[src/rtl/eap_pkg.sv]
`timescale 1ns / 1ps
`default_nettype none

package eap_pkg;

  localparam int RECALL_STEPS_DEF = 11;
  localparam int COORD_BITS_DEF   = 12;

  localparam int CAT_W       = 4;
  localparam int CNT_W       = 16;
  localparam int Q_W         = 17;
  localparam int CFG_IDX_W   = 1;
  localparam int CFG_DATA_W  = 16;
  localparam int QUEUE_DEPTH = 4;

  localparam logic [CNT_W-1:0] COUNT_MAX = {CNT_W{1'b1}};

  localparam logic [CFG_IDX_W-1:0] CFG_TARGET = 1'b0;
  localparam logic [CFG_IDX_W-1:0] CFG_TOTAL  = 1'b1;

  typedef enum logic [1:0] {
    OP_NONE,
    OP_TP,
    OP_FP
  } op_e;

  // One classified item, front to back.
  typedef struct packed {
    logic score;
    op_e  op;
    logic last;
  } cmd_t;

  typedef struct packed {
    logic           start;
    logic [Q_W-1:0] rem_init;
    logic [Q_W-1:0] bits;
    logic [Q_W-1:0] divisor;
  } div_req_t;

  typedef struct packed {
    logic           done;
    logic [Q_W-1:0] quot;
  } div_rsp_t;

endpackage

`default_nettype wire

[src/rtl/eap_if.sv]
`timescale 1ns / 1ps
`default_nettype none

interface eap_item_if #(
  parameter int COORD_BITS = eap_pkg::COORD_BITS_DEF
) ();
  logic                      valid;
  logic                      ready;
  logic [eap_pkg::CAT_W-1:0] gt_category;
  logic [COORD_BITS-1:0]     gt_x;
  logic [COORD_BITS-1:0]     gt_y;
  logic [COORD_BITS-1:0]     gt_w;
  logic [COORD_BITS-1:0]     gt_h;
  logic                      pred_found;
  logic [COORD_BITS-1:0]     pred_x;
  logic [COORD_BITS-1:0]     pred_y;
  logic [COORD_BITS-1:0]     pred_w;
  logic [COORD_BITS-1:0]     pred_h;
  logic                      last_item;

  modport source (
    output valid, gt_category, gt_x, gt_y, gt_w, gt_h, pred_found,
           pred_x, pred_y, pred_w, pred_h, last_item,
    input  ready
  );
  modport sink (
    input  valid, gt_category, gt_x, gt_y, gt_w, gt_h, pred_found,
           pred_x, pred_y, pred_w, pred_h, last_item,
    output ready
  );
endinterface

interface eap_result_if ();
  logic                      valid;
  logic                      ready;
  logic [eap_pkg::Q_W-1:0]   average_precision;
  logic [eap_pkg::CNT_W-1:0] true_positive_total;
  logic [eap_pkg::CNT_W-1:0] false_positive_total;

  modport source (
    output valid, average_precision, true_positive_total, false_positive_total,
    input  ready
  );
  modport sink (
    input  valid, average_precision, true_positive_total, false_positive_total,
    output ready
  );
endinterface

`default_nettype wire

[src/rtl/eap_div.sv]
`timescale 1ns / 1ps
`default_nettype none

module eap_div (
  input  logic              clk_i,
  input  logic              rst_ni,
  input  eap_pkg::div_req_t req_i,
  output eap_pkg::div_rsp_t rsp_o
);
  import eap_pkg::*;

  localparam int DCNT_W = $clog2(Q_W + 1);

  logic [Q_W-1:0]    rem_q, rem_d;
  logic [Q_W-1:0]    bits_q, bits_d;
  logic [Q_W-1:0]    quot_q, quot_d;
  logic [Q_W-1:0]    dvs_q, dvs_d;
  logic [DCNT_W-1:0] cnt_q, cnt_d;
  logic              busy_q, busy_d;
  logic              done_q, done_d;
  logic [Q_W:0]      trial;
  logic [Q_W:0]      diff;

  // Restoring division, one quotient bit a cycle.
  always_comb begin
    rem_d  = rem_q;
    bits_d = bits_q;
    quot_d = quot_q;
    dvs_d  = dvs_q;
    cnt_d  = cnt_q;
    busy_d = busy_q;
    done_d = 1'b0;
    trial  = {rem_q, bits_q[Q_W-1]};
    diff   = trial - {1'b0, dvs_q};
    if (req_i.start) begin
      rem_d  = req_i.rem_init;
      bits_d = req_i.bits;
      dvs_d  = req_i.divisor;
      quot_d = '0;
      cnt_d  = DCNT_W'(Q_W);
      busy_d = 1'b1;
    end else if (busy_q) begin
      if (trial >= {1'b0, dvs_q}) begin
        rem_d  = diff[Q_W-1:0];
        quot_d = {quot_q[Q_W-2:0], 1'b1};
      end else begin
        rem_d  = trial[Q_W-1:0];
        quot_d = {quot_q[Q_W-2:0], 1'b0};
      end
      bits_d = {bits_q[Q_W-2:0], 1'b0};
      cnt_d  = cnt_q - DCNT_W'(1);
      if (cnt_q == DCNT_W'(1)) begin
        busy_d = 1'b0;
        done_d = 1'b1;
      end
    end
  end

  always_ff @(posedge clk_i or negedge rst_ni) begin
    if (!rst_ni) begin
      busy_q <= 1'b0;
      done_q <= 1'b0;
      cnt_q  <= '0;
    end else begin
      busy_q <= busy_d;
      done_q <= done_d;
      cnt_q  <= cnt_d;
    end
  end

  always_ff @(posedge clk_i) begin
    rem_q  <= rem_d;
    bits_q <= bits_d;
    quot_q <= quot_d;
    dvs_q  <= dvs_d;
  end

  assign rsp_o.done = done_q;
  assign rsp_o.quot = quot_q;

endmodule

`default_nettype wire

[src/rtl/eap_fifo.sv]
`timescale 1ns / 1ps
`default_nettype none

module eap_fifo (
  input  logic          clk_i,
  input  logic          rst_ni,
  input  logic          push_i,
  input  eap_pkg::cmd_t data_i,
  output logic          full_o,
  input  logic          pop_i,
  output eap_pkg::cmd_t data_o,
  output logic          empty_o
);
  import eap_pkg::*;

  localparam int PTR_W = $clog2(QUEUE_DEPTH);
  localparam int CNT_W_Q = $clog2(QUEUE_DEPTH + 1);

  cmd_t               slot_q [QUEUE_DEPTH];
  logic [PTR_W-1:0]   wr_q, rd_q;
  logic [CNT_W_Q-1:0] fill_q;
  logic               do_push, do_pop;

  assign full_o  = (fill_q == CNT_W_Q'(QUEUE_DEPTH));
  assign empty_o = (fill_q == '0);
  assign do_push = push_i && !full_o;
  assign do_pop  = pop_i && !empty_o;
  assign data_o  = slot_q[rd_q];

  always_ff @(posedge clk_i or negedge rst_ni) begin
    if (!rst_ni) begin
      wr_q   <= '0;
      rd_q   <= '0;
      fill_q <= '0;
    end else begin
      if (do_push) begin
        wr_q <= (wr_q == PTR_W'(QUEUE_DEPTH - 1)) ? '0 : wr_q + PTR_W'(1);
      end
      if (do_pop) begin
        rd_q <= (rd_q == PTR_W'(QUEUE_DEPTH - 1)) ? '0 : rd_q + PTR_W'(1);
      end
      if (do_push && !do_pop) begin
        fill_q <= fill_q + CNT_W_Q'(1);
      end else if (do_pop && !do_push) begin
        fill_q <= fill_q - CNT_W_Q'(1);
      end
    end
  end

  always_ff @(posedge clk_i) begin
    if (do_push) begin
      slot_q[wr_q] <= data_i;
    end
  end

endmodule

`default_nettype wire

[src/rtl/eap_front.sv]
`timescale 1ns / 1ps
`default_nettype none

module eap_front #(
  parameter int COORD_BITS = eap_pkg::COORD_BITS_DEF
) (
  input  logic                      clk_i,
  input  logic                      rst_ni,
  eap_item_if.sink                  item_i,
  input  logic [eap_pkg::CAT_W-1:0] target_i,
  output logic                      push_o,
  output eap_pkg::cmd_t             cmd_o,
  input  logic                      full_i
);
  import eap_pkg::*;

  localparam int CB = COORD_BITS;
  localparam int AW = 2 * CB;

  typedef enum logic [2:0] {
    S_IDLE,
    S_OVL,
    S_MUL,
    S_CMP,
    S_PUSH
  } state_e;

  state_e        state_q;
  cmd_t          cmd_q;
  logic          accept;
  logic          score;

  logic [CB-1:0] gx_q, gy_q, gw_q, gh_q, px_q, py_q, pw_q, ph_q;
  logic [CB-1:0] ox_q, oy_q;
  logic [AW-1:0] inter_q, ga_q, pa_q;

  logic [CB-1:0] lo_x, lo_y;
  logic [CB:0]   ge_x, ge_y, pe_x, pe_y, hi_x, hi_y, ov_x, ov_y;
  logic [AW:0]   uni, twice;
  logic          hit;

  assign item_i.ready = (state_q == S_IDLE);
  assign accept       = item_i.valid && item_i.ready;
  assign score        = (item_i.gt_category == target_i);
  assign push_o       = (state_q == S_PUSH) && !full_i;
  assign cmd_o        = cmd_q;

  // Half-open overlap on each axis.
  always_comb begin
    lo_x = (gx_q > px_q) ? gx_q : px_q;
    lo_y = (gy_q > py_q) ? gy_q : py_q;
    ge_x = {1'b0, gx_q} + {1'b0, gw_q};
    pe_x = {1'b0, px_q} + {1'b0, pw_q};
    ge_y = {1'b0, gy_q} + {1'b0, gh_q};
    pe_y = {1'b0, py_q} + {1'b0, ph_q};
    hi_x = (ge_x < pe_x) ? ge_x : pe_x;
    hi_y = (ge_y < pe_y) ? ge_y : pe_y;
    ov_x = (hi_x > {1'b0, lo_x}) ? hi_x - {1'b0, lo_x} : '0;
    ov_y = (hi_y > {1'b0, lo_y}) ? hi_y - {1'b0, lo_y} : '0;
    uni   = {1'b0, ga_q} + {1'b0, pa_q} - {1'b0, inter_q};
    twice = {inter_q, 1'b0};
    hit   = (uni != '0) && (twice >= uni);
  end

  always_ff @(posedge clk_i or negedge rst_ni) begin
    if (!rst_ni) begin
      state_q <= S_IDLE;
      cmd_q   <= '{score: 1'b0, op: OP_NONE, last: 1'b0};
    end else begin
      case (state_q)
        S_IDLE: begin
          if (accept) begin
            cmd_q.score <= score;
            cmd_q.op    <= OP_NONE;
            cmd_q.last  <= item_i.last_item;
            if (score && item_i.pred_found) begin
              state_q <= S_OVL;
            end else if (score || item_i.last_item) begin
              state_q <= S_PUSH;
            end
          end
        end
        S_OVL: state_q <= S_MUL;
        S_MUL: state_q <= S_CMP;
        S_CMP: begin
          cmd_q.op <= hit ? OP_TP : OP_FP;
          state_q  <= S_PUSH;
        end
        S_PUSH: begin
          if (!full_i) begin
            state_q <= S_IDLE;
          end
        end
        default: state_q <= S_IDLE;
      endcase
    end
  end

  always_ff @(posedge clk_i) begin
    if (accept) begin
      gx_q <= item_i.gt_x;
      gy_q <= item_i.gt_y;
      gw_q <= item_i.gt_w;
      gh_q <= item_i.gt_h;
      px_q <= item_i.pred_x;
      py_q <= item_i.pred_y;
      pw_q <= item_i.pred_w;
      ph_q <= item_i.pred_h;
    end
    if (state_q == S_OVL) begin
      ox_q <= ov_x[CB-1:0];
      oy_q <= ov_y[CB-1:0];
    end
    if (state_q == S_MUL) begin
      inter_q <= ox_q * oy_q;
      ga_q    <= gw_q * gh_q;
      pa_q    <= pw_q * ph_q;
    end
  end

endmodule

`default_nettype wire

[src/rtl/eap_back.sv]
`timescale 1ns / 1ps
`default_nettype none

module eap_back #(
  parameter int RECALL_STEPS = eap_pkg::RECALL_STEPS_DEF
) (
  input  logic                      clk_i,
  input  logic                      rst_ni,
  input  logic [eap_pkg::CNT_W-1:0] total_i,
  output logic                      pop_o,
  input  eap_pkg::cmd_t             cmd_i,
  input  logic                      empty_i,
  eap_result_if.source              result_o
);
  import eap_pkg::*;

  localparam int KW = $clog2(RECALL_STEPS);
  localparam int RW = CNT_W + KW;
  localparam int SW = Q_W + KW;
  localparam logic [KW-1:0] K_LAST = KW'(RECALL_STEPS - 1);

  typedef enum logic [3:0] {
    S_IDLE,
    S_PREP,
    S_DIV,
    S_STEP,
    S_STEP_END,
    S_SUM,
    S_SUM_END,
    S_MEAN,
    S_MEAN_WAIT,
    S_OUT
  } state_e;

  state_e             state_q;
  logic [CNT_W-1:0]   tp_q, fp_q, tp_n, fp_n;
  logic               last_q;
  logic [Q_W-1:0]     prec_q;
  logic [RW-1:0]      reach_q, thr_q;
  logic [KW-1:0]      k_q, k1_q;
  logic               s1_vld_q, reached_q;
  logic [SW-1:0]      sum_q;
  logic [RECALL_STEPS-1:0] vbit_q;
  logic               out_valid_q;
  logic [Q_W-1:0]     out_ap_q;
  logic [CNT_W-1:0]   out_tp_q, out_fp_q;

  logic [Q_W-1:0]     mem [RECALL_STEPS];
  logic [Q_W-1:0]     rdata_q;
  logic [Q_W-1:0]     eff;
  logic               mem_we;
  logic               in_step, in_sum;
  logic [Q_W-1:0]     seen;
  logic               out_free;
  div_req_t           div_req;
  div_rsp_t           div_rsp;

  assign pop_o    = (state_q == S_IDLE) && !empty_i;
  assign seen     = {1'b0, tp_q} + {1'b0, fp_q};
  assign out_free = !out_valid_q || result_o.ready;
  assign in_step  = (state_q == S_STEP) || (state_q == S_STEP_END);
  assign in_sum   = (state_q == S_SUM) || (state_q == S_SUM_END);
  assign eff      = vbit_q[k1_q] ? rdata_q : '0;
  assign mem_we   = s1_vld_q && in_step && reached_q && (prec_q > eff);

  always_comb begin
    tp_n = tp_q;
    fp_n = fp_q;
    if (cmd_i.score && (cmd_i.op == OP_TP) && (tp_q != COUNT_MAX)) begin
      tp_n = tp_q + CNT_W'(1);
    end
    if (cmd_i.score && (cmd_i.op == OP_FP) && (fp_q != COUNT_MAX)) begin
      fp_n = fp_q + CNT_W'(1);
    end
  end

  // Shared divider: precision TP*2^16/seen, then the mean sum/RECALL_STEPS.
  always_comb begin
    div_req.start    = 1'b0;
    div_req.rem_init = Q_W'(tp_q[CNT_W-1:1]);
    div_req.bits     = {tp_q[0], {(Q_W-1){1'b0}}};
    div_req.divisor  = seen;
    if (state_q == S_PREP) begin
      div_req.start = (seen != '0);
    end else if (state_q == S_MEAN) begin
      div_req.start    = 1'b1;
      div_req.rem_init = Q_W'(sum_q[SW-1:Q_W]);
      div_req.bits     = sum_q[Q_W-1:0];
      div_req.divisor  = Q_W'(RECALL_STEPS);
    end
  end

  eap_div u_div (
    .clk_i  (clk_i),
    .rst_ni (rst_ni),
    .req_i  (div_req),
    .rsp_o  (div_rsp)
  );

  always_ff @(posedge clk_i) begin
    if (mem_we) begin
      mem[k1_q] <= prec_q;
    end
    rdata_q <= mem[k_q];
  end

  always_ff @(posedge clk_i or negedge rst_ni) begin
    if (!rst_ni) begin
      state_q     <= S_IDLE;
      tp_q        <= '0;
      fp_q        <= '0;
      last_q      <= 1'b0;
      prec_q      <= '0;
      reach_q     <= '0;
      thr_q       <= '0;
      k_q         <= '0;
      k1_q        <= '0;
      s1_vld_q    <= 1'b0;
      reached_q   <= 1'b0;
      sum_q       <= '0;
      vbit_q      <= '0;
      out_valid_q <= 1'b0;
      out_ap_q    <= '0;
      out_tp_q    <= '0;
      out_fp_q    <= '0;
    end else begin
      s1_vld_q <= 1'b0;
      if (out_valid_q && result_o.ready) begin
        out_valid_q <= 1'b0;
      end
      if (mem_we) begin
        vbit_q[k1_q] <= 1'b1;
      end
      if (s1_vld_q && in_sum) begin
        sum_q <= sum_q + SW'(eff);
      end
      case (state_q)
        S_IDLE: begin
          if (!empty_i) begin
            tp_q   <= tp_n;
            fp_q   <= fp_n;
            last_q <= cmd_i.last;
            k_q    <= '0;
            sum_q  <= '0;
            if (cmd_i.score) begin
              state_q <= S_PREP;
            end else if (cmd_i.last) begin
              state_q <= S_SUM;
            end
          end
        end
        S_PREP: begin
          reach_q <= RW'(RECALL_STEPS - 1) * RW'(tp_q);
          thr_q   <= '0;
          k_q     <= '0;
          if (seen != '0) begin
            state_q <= S_DIV;
          end else begin
            state_q <= last_q ? S_SUM : S_IDLE;
          end
        end
        S_DIV: begin
          if (div_rsp.done) begin
            prec_q  <= div_rsp.quot;
            state_q <= S_STEP;
          end
        end
        S_STEP: begin
          s1_vld_q  <= 1'b1;
          k1_q      <= k_q;
          reached_q <= (reach_q >= thr_q);
          thr_q     <= thr_q + RW'(total_i);
          if (k_q == K_LAST) begin
            state_q <= S_STEP_END;
          end else begin
            k_q <= k_q + KW'(1);
          end
        end
        S_STEP_END: begin
          k_q     <= '0;
          sum_q   <= '0;
          state_q <= last_q ? S_SUM : S_IDLE;
        end
        S_SUM: begin
          s1_vld_q <= 1'b1;
          k1_q     <= k_q;
          if (k_q == K_LAST) begin
            state_q <= S_SUM_END;
          end else begin
            k_q <= k_q + KW'(1);
          end
        end
        S_SUM_END: state_q <= S_MEAN;
        S_MEAN:    state_q <= S_MEAN_WAIT;
        S_MEAN_WAIT: begin
          if (div_rsp.done) begin
            prec_q  <= div_rsp.quot;
            state_q <= S_OUT;
          end
        end
        S_OUT: begin
          if (out_free) begin
            out_valid_q <= 1'b1;
            out_ap_q    <= prec_q;
            out_tp_q    <= tp_q;
            out_fp_q    <= fp_q;
            tp_q        <= '0;
            fp_q        <= '0;
            vbit_q      <= '0;
            state_q     <= S_IDLE;
          end
        end
        default: state_q <= S_IDLE;
      endcase
    end
  end

  assign result_o.valid                = out_valid_q;
  assign result_o.average_precision    = out_ap_q;
  assign result_o.true_positive_total  = out_tp_q;
  assign result_o.false_positive_total = out_fp_q;

endmodule

`default_nettype wire

[src/rtl/eleven_point_average_precision.sv]
`timescale 1ns / 1ps
`default_nettype none

// Eleven-point average precision of one object category.
// item_i: one ground-truth box per transfer, with the first prediction box of
//   the same category when pred_found is set; last_item closes the run.
// result_o: one transfer per run, after the item marked last: the mean of the
//   per-step precision maxima (Q16, 65536 = 1.0) and the saturated TP/FP counts.
// cfg_*: write target_category (index 0) and total_ground_truths (index 1)
//   while the block is idle; both reset to 1.
// Flow: the front takes an item only when done with the last (IoU test in
//   three steps) and hands a command for each scored or last item to a
//   4-entry queue. For a scored item the back runs the shared restoring
//   divider for the precision, then one recall step per cycle through the
//   step-maximum memory. The last item also sums the maxima and divides
//   the sum by RECALL_STEPS.
// Reset clears counts, valid bits of the step maxima and all handshakes.
// A stalled receiver holds the result in the output register; at the next
//   result the back waits, the queue fills and item_i.ready drops.
module eleven_point_average_precision #(
  parameter int RECALL_STEPS = eap_pkg::RECALL_STEPS_DEF,
  parameter int COORD_BITS   = eap_pkg::COORD_BITS_DEF
) (
  input  logic                           clk_i,
  input  logic                           rst_ni,
  input  logic                           cfg_we_i,
  input  logic [eap_pkg::CFG_IDX_W-1:0]  cfg_idx_i,
  input  logic [eap_pkg::CFG_DATA_W-1:0] cfg_data_i,
  eap_item_if.sink                       item_i,
  eap_result_if.source                   result_o
);
  import eap_pkg::*;

  logic [CAT_W-1:0] target_q;
  logic [CNT_W-1:0] total_q;
  logic             push, full, pop, empty;
  cmd_t             cmd_in, cmd_out;

  // Configuration registers: take a write on every enabled edge.
  always_ff @(posedge clk_i or negedge rst_ni) begin
    if (!rst_ni) begin
      target_q <= CAT_W'(1);
      total_q  <= CNT_W'(1);
    end else if (cfg_we_i) begin
      case (cfg_idx_i)
        CFG_TARGET: target_q <= cfg_data_i[CAT_W-1:0];
        CFG_TOTAL:  total_q  <= cfg_data_i[CNT_W-1:0];
        default: ;
      endcase
    end
  end

  // Front: accept, filter by category, decide TP or FP from the IoU test.
  eap_front #(
    .COORD_BITS (COORD_BITS)
  ) u_front (
    .clk_i    (clk_i),
    .rst_ni   (rst_ni),
    .item_i   (item_i),
    .target_i (target_q),
    .push_o   (push),
    .cmd_o    (cmd_in),
    .full_i   (full)
  );

  // Queue decouples the short front from the long back.
  eap_fifo u_fifo (
    .clk_i   (clk_i),
    .rst_ni  (rst_ni),
    .push_i  (push),
    .data_i  (cmd_in),
    .full_o  (full),
    .pop_i   (pop),
    .data_o  (cmd_out),
    .empty_o (empty)
  );

  // Back: counts, precision, step maxima, final mean and output register.
  eap_back #(
    .RECALL_STEPS (RECALL_STEPS)
  ) u_back (
    .clk_i    (clk_i),
    .rst_ni   (rst_ni),
    .total_i  (total_q),
    .pop_o    (pop),
    .cmd_i    (cmd_out),
    .empty_i  (empty),
    .result_o (result_o)
  );

endmodule

`default_nettype wire

[src/flat_wrapper.sv]
// flat-port wrapper written by rule: the top's interface ports become plain ports
module eleven_point_average_precision_flat import eap_pkg::*;
#(
  parameter int RECALL_STEPS = eap_pkg::RECALL_STEPS_DEF,
  parameter int COORD_BITS   = eap_pkg::COORD_BITS_DEF
)
  (clk_i, rst_ni, cfg_we_i, cfg_idx_i, cfg_data_i, item_i_valid, item_i_gt_category, item_i_gt_x, item_i_gt_y, item_i_gt_w, item_i_gt_h, item_i_pred_found, item_i_pred_x, item_i_pred_y, item_i_pred_w, item_i_pred_h, item_i_last_item, item_i_ready, result_o_valid, result_o_average_precision, result_o_true_positive_total, result_o_false_positive_total, result_o_ready);
  eap_item_if #(.COORD_BITS(COORD_BITS)) item_i_i ();
  eap_result_if result_o_i ();
  input  logic clk_i;
  input  logic rst_ni;
  input  logic cfg_we_i;
  input  logic [eap_pkg::CFG_IDX_W-1:0] cfg_idx_i;
  input  logic [eap_pkg::CFG_DATA_W-1:0] cfg_data_i;
  input wire logic [$bits(item_i_i.valid)-1:0] item_i_valid;
  input wire logic [$bits(item_i_i.gt_category)-1:0] item_i_gt_category;
  input wire logic [$bits(item_i_i.gt_x)-1:0] item_i_gt_x;
  input wire logic [$bits(item_i_i.gt_y)-1:0] item_i_gt_y;
  input wire logic [$bits(item_i_i.gt_w)-1:0] item_i_gt_w;
  input wire logic [$bits(item_i_i.gt_h)-1:0] item_i_gt_h;
  input wire logic [$bits(item_i_i.pred_found)-1:0] item_i_pred_found;
  input wire logic [$bits(item_i_i.pred_x)-1:0] item_i_pred_x;
  input wire logic [$bits(item_i_i.pred_y)-1:0] item_i_pred_y;
  input wire logic [$bits(item_i_i.pred_w)-1:0] item_i_pred_w;
  input wire logic [$bits(item_i_i.pred_h)-1:0] item_i_pred_h;
  input wire logic [$bits(item_i_i.last_item)-1:0] item_i_last_item;
  output wire logic [$bits(item_i_i.ready)-1:0] item_i_ready;
  output wire logic [$bits(result_o_i.valid)-1:0] result_o_valid;
  output wire logic [$bits(result_o_i.average_precision)-1:0] result_o_average_precision;
  output wire logic [$bits(result_o_i.true_positive_total)-1:0] result_o_true_positive_total;
  output wire logic [$bits(result_o_i.false_positive_total)-1:0] result_o_false_positive_total;
  input wire logic [$bits(result_o_i.ready)-1:0] result_o_ready;
  assign item_i_i.valid = item_i_valid;
  assign item_i_i.gt_category = item_i_gt_category;
  assign item_i_i.gt_x = item_i_gt_x;
  assign item_i_i.gt_y = item_i_gt_y;
  assign item_i_i.gt_w = item_i_gt_w;
  assign item_i_i.gt_h = item_i_gt_h;
  assign item_i_i.pred_found = item_i_pred_found;
  assign item_i_i.pred_x = item_i_pred_x;
  assign item_i_i.pred_y = item_i_pred_y;
  assign item_i_i.pred_w = item_i_pred_w;
  assign item_i_i.pred_h = item_i_pred_h;
  assign item_i_i.last_item = item_i_last_item;
  assign item_i_ready = item_i_i.ready;
  assign result_o_valid = result_o_i.valid;
  assign result_o_average_precision = result_o_i.average_precision;
  assign result_o_true_positive_total = result_o_i.true_positive_total;
  assign result_o_false_positive_total = result_o_i.false_positive_total;
  assign result_o_i.ready = result_o_ready;
  eleven_point_average_precision #(.RECALL_STEPS(RECALL_STEPS), .COORD_BITS(COORD_BITS)) u_core (.clk_i(clk_i), .rst_ni(rst_ni), .cfg_we_i(cfg_we_i), .cfg_idx_i(cfg_idx_i), .cfg_data_i(cfg_data_i), .item_i(item_i_i), .result_o(result_o_i));
endmodule
[config.mk]
export PLATFORM = sky130hd
export DESIGN_NAME = eleven_point_average_precision_flat
export DESIGN_NICKNAME = d
export VERILOG_FILES = /design/src/rtl/eap_pkg.sv /design/src/rtl/eap_if.sv /design/src/rtl/eap_div.sv /design/src/rtl/eap_fifo.sv /design/src/rtl/eap_front.sv /design/src/rtl/eap_back.sv /design/src/rtl/eleven_point_average_precision.sv /design/src/flat_wrapper.sv
export SDC_FILE = /design/constraint.sdc
export NUM_CORES = 2
export LEC_CHECK = 0
export CAP_MARGIN = 20
export CORE_UTILIZATION = 60
export DETAILED_ROUTE_END_ITERATION = 7
export DONT_BUFFER_PORTS = 1
export GPL_ROUTABILITY_DRIVEN = 0
export PLACE_DENSITY = 0.76
export SLEW_MARGIN = 20
export SYNTH_ARGS = -nofsm -noshare
export SYNTH_HDL_FRONTEND = slang
export SYNTH_HIERARCHICAL = 1
export SYNTH_SLANG_ARGS = --single-unit
[constraint.sdc]
create_clock -name clk_i -period 8.4 [get_ports clk_i]
set_input_delay 1.68 -clock clk_i [delete_from_list [all_inputs] [get_ports clk_i]]
set_output_delay 1.68 -clock clk_i [all_outputs]
set_load 0.005 [all_outputs]
After elaboration in Yosys (flattened, before gate mapping)
Memories as Yosys holds them, arrays and structs flattened. A register that Yosys moved wholly into a read port is not among the register bits.
Cells that the tools add are included.
- memory bits (writable): 203
- memories kept: 2
- input port bits: 124
- register bits after elaboration: 486
- output and inout bits: 51
- logic and storage cells: 251
- memories (name ; depth ; bits a word ; rd ports ; clocked after Yosys merged registers in ; write ports ; line ; source):
    u_core.u_back.mem ; 11 ; 17 ; 1 ; 1 ; 1 ; eap_back.sv:48 ; logic [Q_W-1:0] mem [RECALL_STEPS];
    u_core.u_fifo.slot_q ; 4 ; 4 ; 1 ; 0 ; 1 ; eap_fifo.sv:19 ; cmd_t slot_q [QUEUE_DEPTH];
- $mul: 4
- reductions and logical operators: 54
- eq/ne operators: 36
- multiplexer cells: 74
- order comparisons: 12
- add/subtract/negate cells: 20
- bitwise logic cells: 3
- operators by type and width (operator ; number):
    $mux W17 ; 6
    $mux W16 ; 5
    $mul A12 B12 Y24 ; 3
    $pmux W16 S2 ; 2
    $add A12 B12 Y13 ; 4
    $mux W52 ; 1
    $mux W51 ; 1
    $mux W21 ; 2
    $pmux W21 S2 ; 1
    $mux W4 ; 10
    $pmux W20 S2 ; 1
    $pmux W4 S10 ; 1
    $mux W11 ; 3
    $add A16 B1 Y16 const B ; 2
    $ne A16 B16 Y1 const B ; 2
    $mux W3 ; 9
    $gt A13 B12 Y1 ; 2
    $lt A13 B13 Y1 ; 2
    $mux W13 ; 2
    $add A24 B24 Y25 ; 1
    $ge A25 B25 Y1 ; 1
    $reduce_bool A25 Y1 ; 1
    $sub A25 B24 Y25 ; 1
    $gt A12 B12 Y1 ; 2
    55 further kinds ; 138

Logic depth before layout (Yosys ltp)
- depth in word-level cells: 8
- mapped depth: 28
- gate-level depth less buffers: 27

By module
Netlist, hierarchy kept.
- by module, submodules not included (module ; area an instance (µm²) ; cells each ; times used ; seq. area each (µm²)):
    eap_front ; 27819.2 ; 2970 ; 1 ; 5940.7
    eap_back ; 19672.6 ; 1776 ; 1 ; 10585.2
    eap_div ; 3993.8 ; 365 ; 1 ; 2047.0
    eap_fifo ; 1046.0 ; 58 ; 1 ; 655.6
    eleven_point_average_precision ; 748.2 ; 43 ; 1 ; 503.0

Worst setup path before layout
No wires, ideal clock.
- path type: reg2reg
- start: register u_core.u_front.state_q[1]
- end: register u_core.u_front.ga_q[0], enable pin
- stages on the path, launching flop included: 3
- data arrival time: 5951 ps
- period minus slack after synthesis: 6559 ps
- buffers on the path: 1
- path slack: 1841 ps
- setup time: 608 ps
- data required time: 7792 ps
- cell sequence: dfrtp_1 -> clkbuf_1 -> nor3b_1
- cells in the longest elaborated chain, start to end: 1
- RTL lines (element ; line ; source):
    start: declaration ; eap_front.sv:28 ; state_e state_q;
    start signal: assignment ; eap_front.sv:67 ; state_q <= S_IDLE;
    start signal: assignment ; eap_front.sv:77 ; state_q <= S_OVL;
    start signal: assignment ; eap_front.sv:79 ; state_q <= S_PUSH;
    $eq A3 B2 Y1 ; eap_front.sv:114 ; if (state_q == S_MUL) begin
    end signal: assignment ; eap_front.sv:116 ; ga_q <= gw_q * gh_q;
    end: declaration ; eap_front.sv:35 ; logic [AW-1:0] inter_q, ga_q, pa_q;
No other way between the ends.
A chain may end at the register's enable or synchronous reset.

Worst setup path after layout
- start: register u_core.u_front.gh_q[1]
- end: register u_core.u_front.oy_q[11] (data pin)
- cells in the longest elaborated chain, start to end: 4
- elaborated cells on any way between the ends: 5
- those cells by class: add/sub (2); order compare (2); mux (1)
- RTL lines (element ; line ; source):
    start: declaration ; eap_front.sv:33 ; logic [CB-1:0] gx_q, gy_q, gw_q, gh_q, px_q, py_q, pw_q, ph_q;
    start signal: assignment ; eap_front.sv:104 ; gh_q <= item_i.gt_h;
    $add A12 B12 Y13 (*) ; eap_front.sv:54 ; ge_y = {1'b0, gy_q} + {1'b0, gh_q};
    $lt A13 B13 Y1 ; eap_front.sv:57 ; hi_y = (ge_y < pe_y) ? ge_y : pe_y;
    $mux W13 (*) ; eap_front.sv:57 ;
    $sub A12 B12 Y12 or $gt A13 B12 Y1 (tied branches) ; eap_front.sv:59 ; ov_y = (hi_y > {1'b0, lo_y}) ? hi_y - {1'b0, lo_y} : '0;
    end signal: assignment ; eap_front.sv:112 ; oy_q <= ov_y[CB-1:0];
    end: declaration ; eap_front.sv:34 ; logic [CB-1:0] ox_q, oy_q;
Every way passes the cells marked *; elsewhere a longest branch is shown, timed or not.

==> run metrics <==
Synth Instances=5,212; slew margin rel.=0.280; core footprint=87,300 sq um; Total Nets Final=6,097; crit path time final=7.28 ns; Worst Hold Class=flip-flop to flip-flop; first-pass GRT wire length=198,000 um; mean post-synth cell area=10.2 sq um; most common cell after layout, fill and taps aside=inv_1; row cnt=108; Data required, critical path=8.74 ns; asr flop ratio synth=0.320; Die ar.=90,000 sq um; HPWL Detailed=91,400 um; DR vias=37,100; DRC=0; detailed-router iteration count before antenna repair=5; initial antenna violation count=10; Clock transition at path regs=0.06 ns; status=completed; RSZ-0062 raised after global routing=no; # port buffers=0; GRT Total Usage=0.278; largest net degree at the start of global routing=227; Seq/Total Area, Yosys=0.370; vias per inst=5.83; Post-CTS Setup Repair Bufs=0; post-cts sizing count=0; most frequent cells in the layout=687 x inv_1, 666 x nand2_1, 495 x ha_1; Die X=300 um; Peak Freq=0.137 GHz; Arr. time, crit path=7.62 ns; vias in the first global route=37,600; CTS Root Buffer Type=clkbuf_16; clock skew=0.0267 ns; Crit. End Element=flip-flop; CP max FO=14; GR Overflow Total=0; Top FF cell, synth=edfxtp_1; ANT nets after route=0; max cap viols=0; hold violation total from the final report=0; share of layout cells above drive strength 1=0.0647; mean routed wirelength per cell=19.2 um; setup violators final=0; Synth cell types=111; clk_lat worst skew=0.66 ns; final WL=123,000 um; CTS Hold Bufs=0; WS Path Type=flip-flop to flip-flop; Initial Util=0.610; Mapped Area=53,300 sq um; Bufs on Longest Clock Path=3; measured slew at the worst slew-check pin=1.08 ns; CTS tree=done; synth-to-layout area growth=7.12%; Synth Warn #=6; I/O Pins=175; setup TNS=0 ns; Post-synth EDFFs=446; final worst-path cycle share=0.867; Iteration-0 DRC Markers=2,427; Max Transition Viols Final=0; CTS sink cnt=706; CTS Buf Count=79; synthesized flop and latch total=706; H-tree levels=3; critical path launch point type=flip-flop; chip height=300 um
kinds of logic after synthesis:
logic type,count (synthesis),synth area share
flip-flops,706,0.370
AND/OR/NAND/NOR,1598,0.144
multiplexers,204,0.0497
buffers and inverters,873,0.0628
AO/OA/AOI/OAI,791,0.0960
adder cells (fa/ha/maj),831,0.242
other,1,0.0000704
XOR/XNOR,208,0.0342
registers in the layout, summed over array words and instances, names as in the netlist, 16 cells and up:
signal	cells
u_core/u_back/result_o.average_precision	17
u_core/u_back/result_o.false_positive_total	16
u_core/u_back/u_div/quot_q	17
u_core/u_front/pa_q	24
u_core/u_back/thr_q	20
u_core/u_back/sum_q	21
u_core/u_back/result_o.true_positive_total	16
u_core/u_back/reach_q	19
u_core/u_back/u_div/dvs_q	17
u_core/u_back/prec_q	17
u_core/u_back/u_div/bits_q	17
u_core/u_front/inter_q	24
u_core/u_front/ga_q	24
u_core/u_back/mem	187
u_core/u_back/tp_q	16
u_core/u_back/u_div/rem_q	17
u_core/u_back/rdata_q	17
u_core/u_back/fp_q	16
u_core/total_q	16
u_core/u_fifo/slot_q	16
per-layer routing:
metal / GRT usage / vias to the layer above / wire length [um]
met5: 0 / - / 47
met4: 0.109 / 8 / 5130
met3: 0.0443 / 240 / 7240
met2: 0.473 / 1096 / 59600
met1: 0.356 / 18100 / 50500
li1: - / 17600 / -
cell usage after synthesis, types with 12 or more instances:
| cell type | n | area [sq um] |
|---|---|---|
| a2111oi_0 | 12 | 105 |
| a211oi_1 | 33 | 248 |
| a21o_1 | 76 | 571 |
| a21oi_1 | 190 | 951 |
| a31oi_1 | 27 | 169 |
| and2_1 | 218 | 1360 |
| and3_1 | 26 | 163 |
| clkbuf_1 | 160 | 601 |
| dfrtp_1 | 224 | 5610 |
| dfxtp_1 | 34 | 681 |
| edfxtp_1 | 446 | 13400 |
| fa_1 | 336 | 6730 |
| ha_1 | 495 | 6190 |
| inv_1 | 687 | 2580 |
| mux2_2 | 61 | 687 |
| mux2i_1 | 90 | 901 |
| mux4_2 | 40 | 901 |
| nand2_1 | 667 | 2500 |
| nand2b_1 | 49 | 307 |
| nand3_1 | 62 | 310 |
| nand4_1 | 39 | 244 |
| nor2_1 | 242 | 908 |
| nor2b_1 | 52 | 325 |
| nor3_1 | 107 | 536 |
| nor3b_1 | 17 | 128 |
| nor4_1 | 21 | 131 |
| o2111ai_1 | 13 | 114 |
| o211ai_1 | 17 | 128 |
| o21a_1 | 50 | 375 |
| o21ai_0 | 217 | 1090 |
| o21bai_1 | 13 | 97.6 |
| o22ai_1 | 20 | 125 |
| o31ai_1 | 18 | 135 |
| or2_2 | 17 | 106 |
| or3_1 | 24 | 150 |
| xnor2_1 | 113 | 990 |
| xor2_1 | 95 | 832 |
layout make-up:
class | count | area (sq um)
Sequential cell | 706 | 19700
Timing Repair Buffer | 33 | 248
Clock inverter | 51 | 652
Inverter | 688 | 2580
Multi-Input combinational cell | 3634 | 30300
Clock buffer | 96 | 2140
Fill cell | 6762 | 30200
Tap cell | 1155 | 1450
Antenna cell | 6 | 15.0
critical path: stages (launching register included):
cell,delay [ns]
edfxtp_1,0.70
ha_1,0.34
a21o_1,0.19
a21oi_1,0.26
nor2b_1,0.10
o21ai_0,0.29
a21oi_1,0.12
a21oi_1,0.19
xnor2_1,0.11
ha_1,0.21
a211oi_1,0.24
nand2_1,0.08
a31oi_1,0.15
o21bai_1,0.09
a2111o_2,0.51
nand2_2,0.23
mux2i_1,0.25
ha_1,0.27
nor2b_1,0.14
o21ai_0,0.20
a21oi_1,0.13
o31ai_1,0.48
o21ai_0,0.26
o41ai_1,0.39
nor2_1,0.12
a211oi_2,0.72
nor3_1,0.18
per-stage QoR:
step	worst slack [ns]	utilization	hold WS (ns)	instances	instance area, sq um
floorplan	1.84	-	0.445	5213	53300
global placement	1.59	0.622	0.457	6216	54300
detailed placement	1.38	0.622	0.473	6216	54300
CTS	1.25	0.654	0.487	6363	57100
global route	0.645	0.654	0.503	6365	57100
finish	1.12	0.654	0.485	6369	57100
final timing paths:
path / slack, ns / from / endpoint / cells past startpoint
max: 1.12 / u_core/u_front/gh_q[1] / u_core/u_front/oy_q[11] / 26
min: 0.48 / u_core/u_back/reach_q[3] / u_core/u_back/reach_q[3] / 2
max reg2reg: 1.12 / u_core/u_front/gh_q[1] / u_core/u_front/oy_q[11] / 26
min reg2reg: 0.48 / u_core/u_back/reach_q[3] / u_core/u_back/reach_q[3] / 2
max in group asynchronous: 7.31 / rst_ni / u_core/u_back/prec_q[9] / 0
min in group asynchronous: 0.72 / rst_ni / u_core/u_back/thr_q[12] / 0
Power is not shown: default switching activity piles up to over one toggle a cycle in this logic, so the estimate is an artifact.
